$ cat src/sum_tree_weighted_sampler_core_defines.svh
// Assertion macros shared by the sum tree sampler RTL.
// Expects clk and rst in scope at the point of use.
`ifndef SUM_TREE_WEIGHTED_SAMPLER_CORE_DEFINES_SVH
`define SUM_TREE_WEIGHTED_SAMPLER_CORE_DEFINES_SVH

// same-cycle implication
`define STW_ASSERT_NOW(label, ante, cons, msg) \
  label: assert property (@(posedge clk) disable iff (rst) (ante) |-> (cons)) \
    else $error(msg);

// next-cycle implication
`define STW_ASSERT_NEXT(label, ante, cons, msg) \
  label: assert property (@(posedge clk) disable iff (rst) (ante) |=> (cons)) \
    else $error(msg);

`endif

$ cat src/stw_pkg.sv
`timescale 1ns / 1ps
// Shared types, widths and datapath operation codes for the sum tree sampler.
// No dependencies.
package stw_pkg;

  localparam int LEAVES_DEF        = 1024;
  localparam int WEIGHT_BITS_DEF   = 32;
  localparam int FRACTION_BITS_DEF = 24;

  localparam int LEAF_PORT_W  = 10;
  localparam int DELTA_W      = 32;
  localparam int FRAC_PORT_W  = 24;
  localparam int TOTAL_PORT_W = 32;

  localparam int S_LEAF_LSB  = 0;
  localparam int S_DELTA_LSB = S_LEAF_LSB + LEAF_PORT_W;
  localparam int S_FRAC_LSB  = S_DELTA_LSB + DELTA_W;
  localparam int S_TDATA_W   = 72;
  localparam int S_TUSER_W   = 1;

  localparam int M_LEAF_LSB  = 0;
  localparam int M_TOTAL_LSB = M_LEAF_LSB + LEAF_PORT_W;
  localparam int M_TDATA_W   = 48;
  localparam int M_TUSER_W   = 2;

  typedef logic [2:0] op_t;

  localparam op_t OP_NONE   = 3'd0;
  localparam op_t OP_CLEAR  = 3'd1;
  localparam op_t OP_LOAD   = 3'd2;
  localparam op_t OP_UP     = 3'd3;
  localparam op_t OP_MUL    = 3'd4;
  localparam op_t OP_TOTAL  = 3'd5;
  localparam op_t OP_TGT    = 3'd6;
  localparam op_t OP_DESC   = 3'd7;

  typedef struct packed {
    op_t  op;
    logic emit;
  } cmd_t;

  typedef struct packed {
    logic in_update_ok;
    logic in_sample;
    logic at_root;
    logic rd_zero;
    logic next_leaf;
    logic clr_last;
  } stat_t;

endpackage

$ cat src/stw_ctrl.sv
`timescale 1ns / 1ps
// Sequencer for the sum tree sampler: clear pass, update walk, sample descent.
// Depends on stw_pkg and the assertion macro header.
`include "sum_tree_weighted_sampler_core_defines.svh"
module stw_ctrl import stw_pkg::*; (
  input  logic  clk,
  input  logic  rst,
  input  logic  s_tvalid,
  output logic  s_tready,
  output logic  m_tvalid,
  input  logic  m_tready,
  input  stat_t st,
  output cmd_t  cmd
);

  localparam logic [2:0] S_CLEAR = 3'd0;
  localparam logic [2:0] S_IDLE  = 3'd1;
  localparam logic [2:0] S_UP    = 3'd2;
  localparam logic [2:0] S_ROOT  = 3'd3;
  localparam logic [2:0] S_TOTAL = 3'd4;
  localparam logic [2:0] S_TGT   = 3'd5;
  localparam logic [2:0] S_DESC  = 3'd6;
  localparam logic [2:0] S_DONE  = 3'd7;

  logic [2:0] state;
  logic [2:0] state_next;
  logic       out_free;

  assign s_tready = (state == S_IDLE);
  assign out_free = !m_tvalid || m_tready;

  always_comb begin
    state_next = state;
    cmd.op     = OP_NONE;
    cmd.emit   = 1'b0;
    unique case (state)
      S_CLEAR: begin
        cmd.op = OP_CLEAR;
        if (st.clr_last) state_next = S_IDLE;
      end
      S_IDLE: begin
        if (s_tvalid) begin
          cmd.op = OP_LOAD;
          if (st.in_sample) state_next = S_ROOT;
          else if (st.in_update_ok) state_next = S_UP;
          else state_next = S_TOTAL;
        end
      end
      S_UP: begin
        cmd.op = OP_UP;
        if (st.at_root) state_next = S_DONE;
      end
      S_ROOT: begin
        cmd.op = OP_MUL;
        state_next = st.rd_zero ? S_DONE : S_TGT;
      end
      S_TOTAL: begin
        cmd.op = OP_TOTAL;
        state_next = S_DONE;
      end
      S_TGT: begin
        cmd.op = OP_TGT;
        state_next = S_DESC;
      end
      S_DESC: begin
        cmd.op = OP_DESC;
        if (st.next_leaf) state_next = S_DONE;
      end
      S_DONE: begin
        if (out_free) begin
          cmd.emit   = 1'b1;
          state_next = S_IDLE;
        end
      end
      default: state_next = S_CLEAR;
    endcase
  end

  always_ff @(posedge clk) begin
    if (rst) begin
      state    <= S_CLEAR;
      m_tvalid <= 1'b0;
    end else begin
      state <= state_next;
      if (cmd.emit) m_tvalid <= 1'b1;
      else if (m_tready) m_tvalid <= 1'b0;
    end
  end

  `STW_ASSERT_NOW(a_clear_quiet, state == S_CLEAR, !m_tvalid && !s_tready, "transfer during clear")
  `STW_ASSERT_NEXT(a_accept_busy, s_tvalid && s_tready, state != S_IDLE && state != S_CLEAR, "accept did not start work")
  `STW_ASSERT_NEXT(a_result_loads, state == S_DONE && out_free, m_tvalid && state == S_IDLE, "result not presented")

endmodule

$ cat config.mk
export PLATFORM = sky130hd
export DESIGN_NAME = stw_ctrl
export DESIGN_NICKNAME = d
export VERILOG_FILES = /design/src/stw_pkg.sv /design/src/stw_ctrl.sv
export VERILOG_INCLUDE_DIRS = /design/src /design/src/src
export SDC_FILE = /design/constraint.sdc
export NUM_CORES = 1
export LEC_CHECK = 0
export BUFFER_PORTS_ARGS = -buffer_cell sky130_fd_sc_hd__buf_2
export CORE_AREA = 5 5 42 44
export CTS_BUF_LIST = sky130_fd_sc_hd__clkbuf_8 sky130_fd_sc_hd__clkbuf_16
export CTS_CLUSTER_DIAMETER = 30
export DETAILED_ROUTE_END_ITERATION = 8
export DIE_AREA = 0 0 47 49
export PLACE_DENSITY_LB_ADDON = 0.2
export SYNTH_ARGS = -nofsm -noshare
export SYNTH_HDL_FRONTEND = slang
export SYNTH_SLANG_ARGS = --single-unit
$ cat constraint.sdc
create_clock -name clk -period 2.55 [get_ports clk]
set_clock_uncertainty 0.1 [all_clocks]
set_input_delay 0.1275 -clock clk [delete_from_list [all_inputs] [get_ports clk]]
set_output_delay 0.1275 -clock clk [all_outputs]
set_load 0.02 [all_outputs]
==> out/qor.yml, run 1 <==
regArea_um2: 80.08
yosysWarningCount: 0
vias_per_cell: 4.694
synth_fa_ha_area_frac: 0
fin_crit_sh: 0.6203
grt_pass1_vias: 292
synthSimpleGateAreaFrac: 0.1889
ys_seq_area_frac: 0.2370
irDropWorstVdd_mv: 0.4140
hold_viol: 0
start_util: 0.2411
wire_per_inst_um: 11.38
die_h_um: 49
worstSetupPathType: "reg -> reg"
fin_tns_setup_ns: 0
wirelength_um: 819
synth_area_um2: 337.8
drtAntennaViolNets: 0
syn_nets: 51
muxShareOfSynthArea: 0.1037
maxSlewViolCount: 0
swShare: 0.4374
dr.pass1.iters: 4
outcome: "finished clean"
synth_top_family_by_area: "compound AO/OA/AOI/OAI gates"
relSlewSlack: 0.7206
cts_max_level: 1
antenna_cells: 0
power.switching_mw: 0.2366
syn_avg_cell_area_um2: 8.240
cts_root_buf: "clkbuf_8"
pwr-share-seq: 0.273
synthCells: 41
synth_area_leaders: "dfxtp_1 24%, buf_6 6.7%, mux2i_1 5.9%, o221a_4 5.9%, a31oi_1 5.6%"
cts_made_buffers: 3
antenna_found_initial: 0
internal_power_mw: 0.3044
period_needed_ns: 1.582
post_cts_resized: 0
drcViolationCount: 0
cts_tree: "done"
synth_compound_area_frac: 0.2926
dieArea_um2: 2303
drtIter0Drc: 6
fmax_ghz: 0.6322
multiInputGateArea_um2: 206.4
worstHoldPathType: "in -> reg"
grt_max_degree: 13
port_buffers: 15
power_mw: 0.5410
path_clk_slew_ns: 0.03
rsz0062_at_grt: "no"
ys_ff_latch: 4
gp_congestion: 0.7418
io_pins: 16
pwr-share-comb: 0.482
worstMarginPinSlew_ns: 0.4186
vias: 338
grt_overflow: 0
post_cts_buffers: 0
startpoint_type: "flop"
final_cell_mix: "15 x buf_2, 4 x inv_1, 4 x dfxtp_1"
clockBufferDepth: 2
area_growth_pct: 29.63
endpoint_kind: "flop"
p_leak_nw: 0.1973
fin_nets: 68
clk_latency_ns: 0.22
ctsHoldBuffers: 0
num-fill-cells: 166
yosysUniqueCellTypes: 22
grt.total_usage: 0.08521
yosys.area_share.xor_xnor: 0.02593
setup_viol: 0
r2r-start: "state[1]"
layout-drive-gt1-share: 0.3929
crit_start: "state[1]"
power_density_nw_per_um2: 1235
die_w_um: 47
worstHoldStart: "rst"
drv_cap: 0
synth_top_area_cell: "dfxtp_1"
layout_commonest_cell: "buf_2"
crit_required_ns: 2.59
rows: 14
design.core.area_um2: 1401
crit_arrival_ns: 1.63
cts.sinks: 4
cp_max_fo: 9
netlist.area_leader.share: 0.2370
dp_hpwl_um: 639.2
clockPowerShare: 0.246
grt_pass1_wl_mm: 1.386
[per-layer routing]
| layer | vias to the layer above | GRT usage | wire, um |
|---|---|---|---|
| met3 | 0 | 0.05535 | 46 |
| li1 | 175 | - | - |
| met5 | - | 0 | 0 |
| met4 | 0 | 0.02765 | 0 |
| met2 | 9 | 0.1063 | 379 |
| met1 | 154 | 0.1165 | 392 |
[final timing paths]
kind         cells after the start        to  slack [ns]
min reg2reg                      3  m_tvalid        0.53
max reg2reg                      4  state[2]        0.97
min                              2  m_tvalid        0.03
max                              4  state[2]        0.97
[flip-flops by register name, summed over array words and instances (netlist names)]
register and count:
m_tvalid 1, state 3
[synthesized netlist by cell type]
cell type,number
a21oi_1,1
buf_6,2
and2b_2,1
nor3_1,3
a31oi_1,3
a211oi_1,1
nand3_1,1
o221a_4,1
nor2_1,3
o211ai_1,1
mux2_4,1
xnor2_1,1
nand2_1,3
nor2b_1,2
a21oi_2,1
mux2i_1,2
inv_1,4
clkbuf_8,1
o21ai_0,3
dfxtp_1,4
o21a_1,1
o311ai_0,1
[worst max-delay path, stage by stage, from the launching register on]
cell,delay (ns)
dfxtp_1,0.49
mux2_4,0.33
o221a_4,0.26
a21oi_2,0.14
mux2i_1,0.19
[through the flow]
stage / cell area [um2] / utilization / setup WS, ns / std cells / hold slack, ns
global placement: 396.6 / 0.2830 / 0.9953 / 69 / 0.2568
CTS: 437.9 / 0.3125 / 0.9677 / 72 / 0.02991
detailed placement: 396.6 / 0.2830 / 0.9708 / 69 / 0.2547
floorplan: 337.8 / - / 1.110 / 41 / 0.09988
global route: 437.9 / 0.3125 / 0.8847 / 72 / 0.04213
finish: 437.9 / 0.3125 / 0.9683 / 72 / 0.03104
[power groups by stage]
| stage | clock, mW | sequential [mW] | combinational (mW) |
|---|---|---|---|
| 2_1_floorplan | 0 | 0.100 | 0.281 |
| 3_3_place_gp | 0 | 0.150 | 0.265 |
| 3_5_place_dp | 0 | 0.148 | 0.263 |
| 4_1_cts | 0.138 | 0.147 | 0.264 |
| 5_1_grt | 0.145 | 0.158 | 0.285 |
| 6_report | 0.133 | 0.148 | 0.260 |
[area by class of cell]
cell class,instances,area share
inverter,4,0.03429
sequential,4,0.1829
clock buffer,3,0.09429
timing repair buffer,15,0.1714
multi-input combinational,30,0.4714
tap,16,0.04571
[kinds of logic after synthesis]
group                     after synthesis
DFF                                     4
buffers and inverters                   7
muxes                                   3
AOI/OAI and AO/OA                      13
and+or+nand+nor                        13
xor gates and xnor gates                1
Note: power is estimated with default switching activity, not from simulation.
==> inputs of run 2 (changes only) <==
clock period = 1.4 ns   (was 2.55 ns; I/O delays follow)
==> run 2 against run 1 <==
Against the previous run:
- the run now ends with setup timing left
- first-iteration DRC count down 50%
- worst setup slack got worse by 0.98 ns
- die area unchanged
- total power up 100%
- largest power group unchanged
- sequential share of layout area decreased by 1.4 points
==> out/qor.yml, run 2 (synthesis results as in run 1) <==
outcome: "complete, but fails checks"
violations: "setup timing"
setup_viol: 1
hold_viol: 0
power.switching_mw: 0.4649
pwr-share-seq: 0.193
endpoint_kind: "flop"
grt_overflow: 0
irDropWorstVdd_mv: 0.7173
timing.rr.end: "state[2]"
worstHoldStart: "st[2]"
cp_slowest_cell: "dfxtp_2"
grt_pass1_wl_mm: 1.462
gp_congestion: 0.8202
grt_max_degree: 9
drcViolationCount: 0
antenna_found_initial: 0
slowest_delay_ns: 0.32
wirelength_um: 858
clockBufferDepth: 2
dieArea_um2: 2303
r2r-start: "state[1]"
grt.total_usage: 0.08656
vias_per_cell: 4.558
hold_end: "state[1]"
maxSlewViolCount: 0
r2r_cells: 4
grt_pass1_vias: 360
cp_max_fo: 2
worst-path-buf-inv: 0
pre_cts_ws_ns: -0.01535
antenna_cells: 0
crit_arrival_ns: 1.45
drv_cap: 0
power_density_nw_per_um2: 2264
cp_cell_sequence: "mux2_4 > o221a_4 > a21oi_4 > mux2i_1"
fin_ws_ns: -0.01161
die_h_um: 49
port_buffers: 15
cts_root_buf: "clkbuf_8"
dr.pass1.iters: 2
period_needed_ns: 1.412
layout_commonest_cell: "buf_2"
cts_max_level: 1
worstSetupPathType: "reg -> reg"
r2r_slack_ns: -0.01
fin_crit_sh: 1.008
clockPowerShare: 0.218
worstHoldPathType: "in -> reg"
internal_power_mw: 0.6396
start_util: 0.2411
wire_per_inst_um: 11.14
path_delay_family: "multiplexers"
die_w_um: 47
cts_made_buffers: 3
crit_required_ns: 1.44
drtAntennaViolNets: 0
drtIter0Drc: 3
final_cell_mix: "15 x buf_2, 4 x buf_4"
io_pins: 16
cts_tree: "done"
largestRegisters: "state (3), m_tvalid (1)"
fin_tns_setup_ns: -0.01161
worstMarginPinSlew_ns: 0.3088
rsz0062_at_grt: "yes"
rows: 14
vias: 351
crit_cells: 4
startpoint_type: "flop"
top_register: "state"
dp_hpwl_um: 643.4
path_clk_slew_ns: 0.03
largest_reg_flops: 3
area_growth_pct: 44.44
cts.sinks: 4
p_leak_nw: 0.2243
fin_nets: 73
clk_latency_ns: 0.21
layout-drive-gt1-share: 0.4754
relSlewSlack: 0.7915
pwr-share-comb: 0.589
swShare: 0.4209
whs_ns: 0.1823
fmax_ghz: 0.7084
design.core.area_um2: 1401
hold_depth: 4
-- run 2: changes by cell type in the layout (fill, tap and decap cells not counted), sizes merged --
cell and delta:
dlygate4sd3 +1, buf +4
-- run 2: final cells by class --
cell class	count	area, um2
Sequential cell	4	82.58
Clock buffer	3	41.29
Inverter	4	15.01
Timing Repair Buffer	20	115.1
Fill cell	166	913.4
Multi-Input combinational cell	30	214.0
Tap cell	16	20.02
-- run 2: how the worst max path moves through the flow --
| stage | start | to | slack, ns |
|---|---|---|---|
| 2_1_floorplan | state[1] | state[2] | -0.04 |
| 3_3_place_gp | state[1] | state[2] | 0.03 |
| 3_5_place_dp | state[1] | state[2] | -0.02 |
| 4_1_cts | state[2] | cmd[0] | -0.01 |
| 5_1_grt | state[1] | state[2] | -0.07 |
| 6_report | state[1] | state[2] | -0.01 |
-- run 2: repair_timing --
| item | 4_1_cts | 5_1_grt |
|---|---|---|
| buffers inserted | 0 | 0 |
| pin swaps | 0 | 1 |
| resized for setup | 0 | 4 |
| hold buffers | 1 | 0 |
| setup endpoints to repair | 2 | 4 |
| endpoints found under the hold margin | 2 | 0 |
-- run 2: worst register-to-register path, cell delays in order (launching register included) --
cell and delay [ns]:
dfxtp_2 0.32, mux2_4 0.30, o221a_4 0.30, a21oi_4 0.13
mux2i_1 0.18
-- run 2: power by group through the flow --
| stage | Sequential, mW | Clock, mW | Combinational, mW |
|---|---|---|---|
| floorplan | 0.182 | 0 | 0.511 |
| global placement | 0.208 | 0 | 0.623 |
| detailed placement | 0.208 | 0 | 0.616 |
| CTS | 0.207 | 0.250 | 0.620 |
| global route | 0.224 | 0.256 | 0.715 |
| finish | 0.214 | 0.241 | 0.650 |
-- run 2: metrics by stage --
stage | power (mW) | utilization | instance area (um2) | instances
after global placement | 0.8313 | 0.3045 | 426.7 | 73
after floorplan | 0.6936 | - | 337.8 | 41
final | 1.105 | 0.3482 | 488.0 | 77
after CTS | 1.076 | 0.3411 | 478.0 | 77
after detailed placement | 0.8242 | 0.3045 | 426.7 | 73
after global routing | 1.195 | 0.3482 | 488.0 | 77
-- run 2: routing by layer --
metal | vias up | wire [um] | global-route usage
li1 | 188 | - | -
met1 | 156 | 376 | 0.1053
met2 | 7 | 435 | 0.1267
met3 | 0 | 46 | 0.003690
met4 | 0 | 0 | 0.08295
met5 | - | 0 | 0
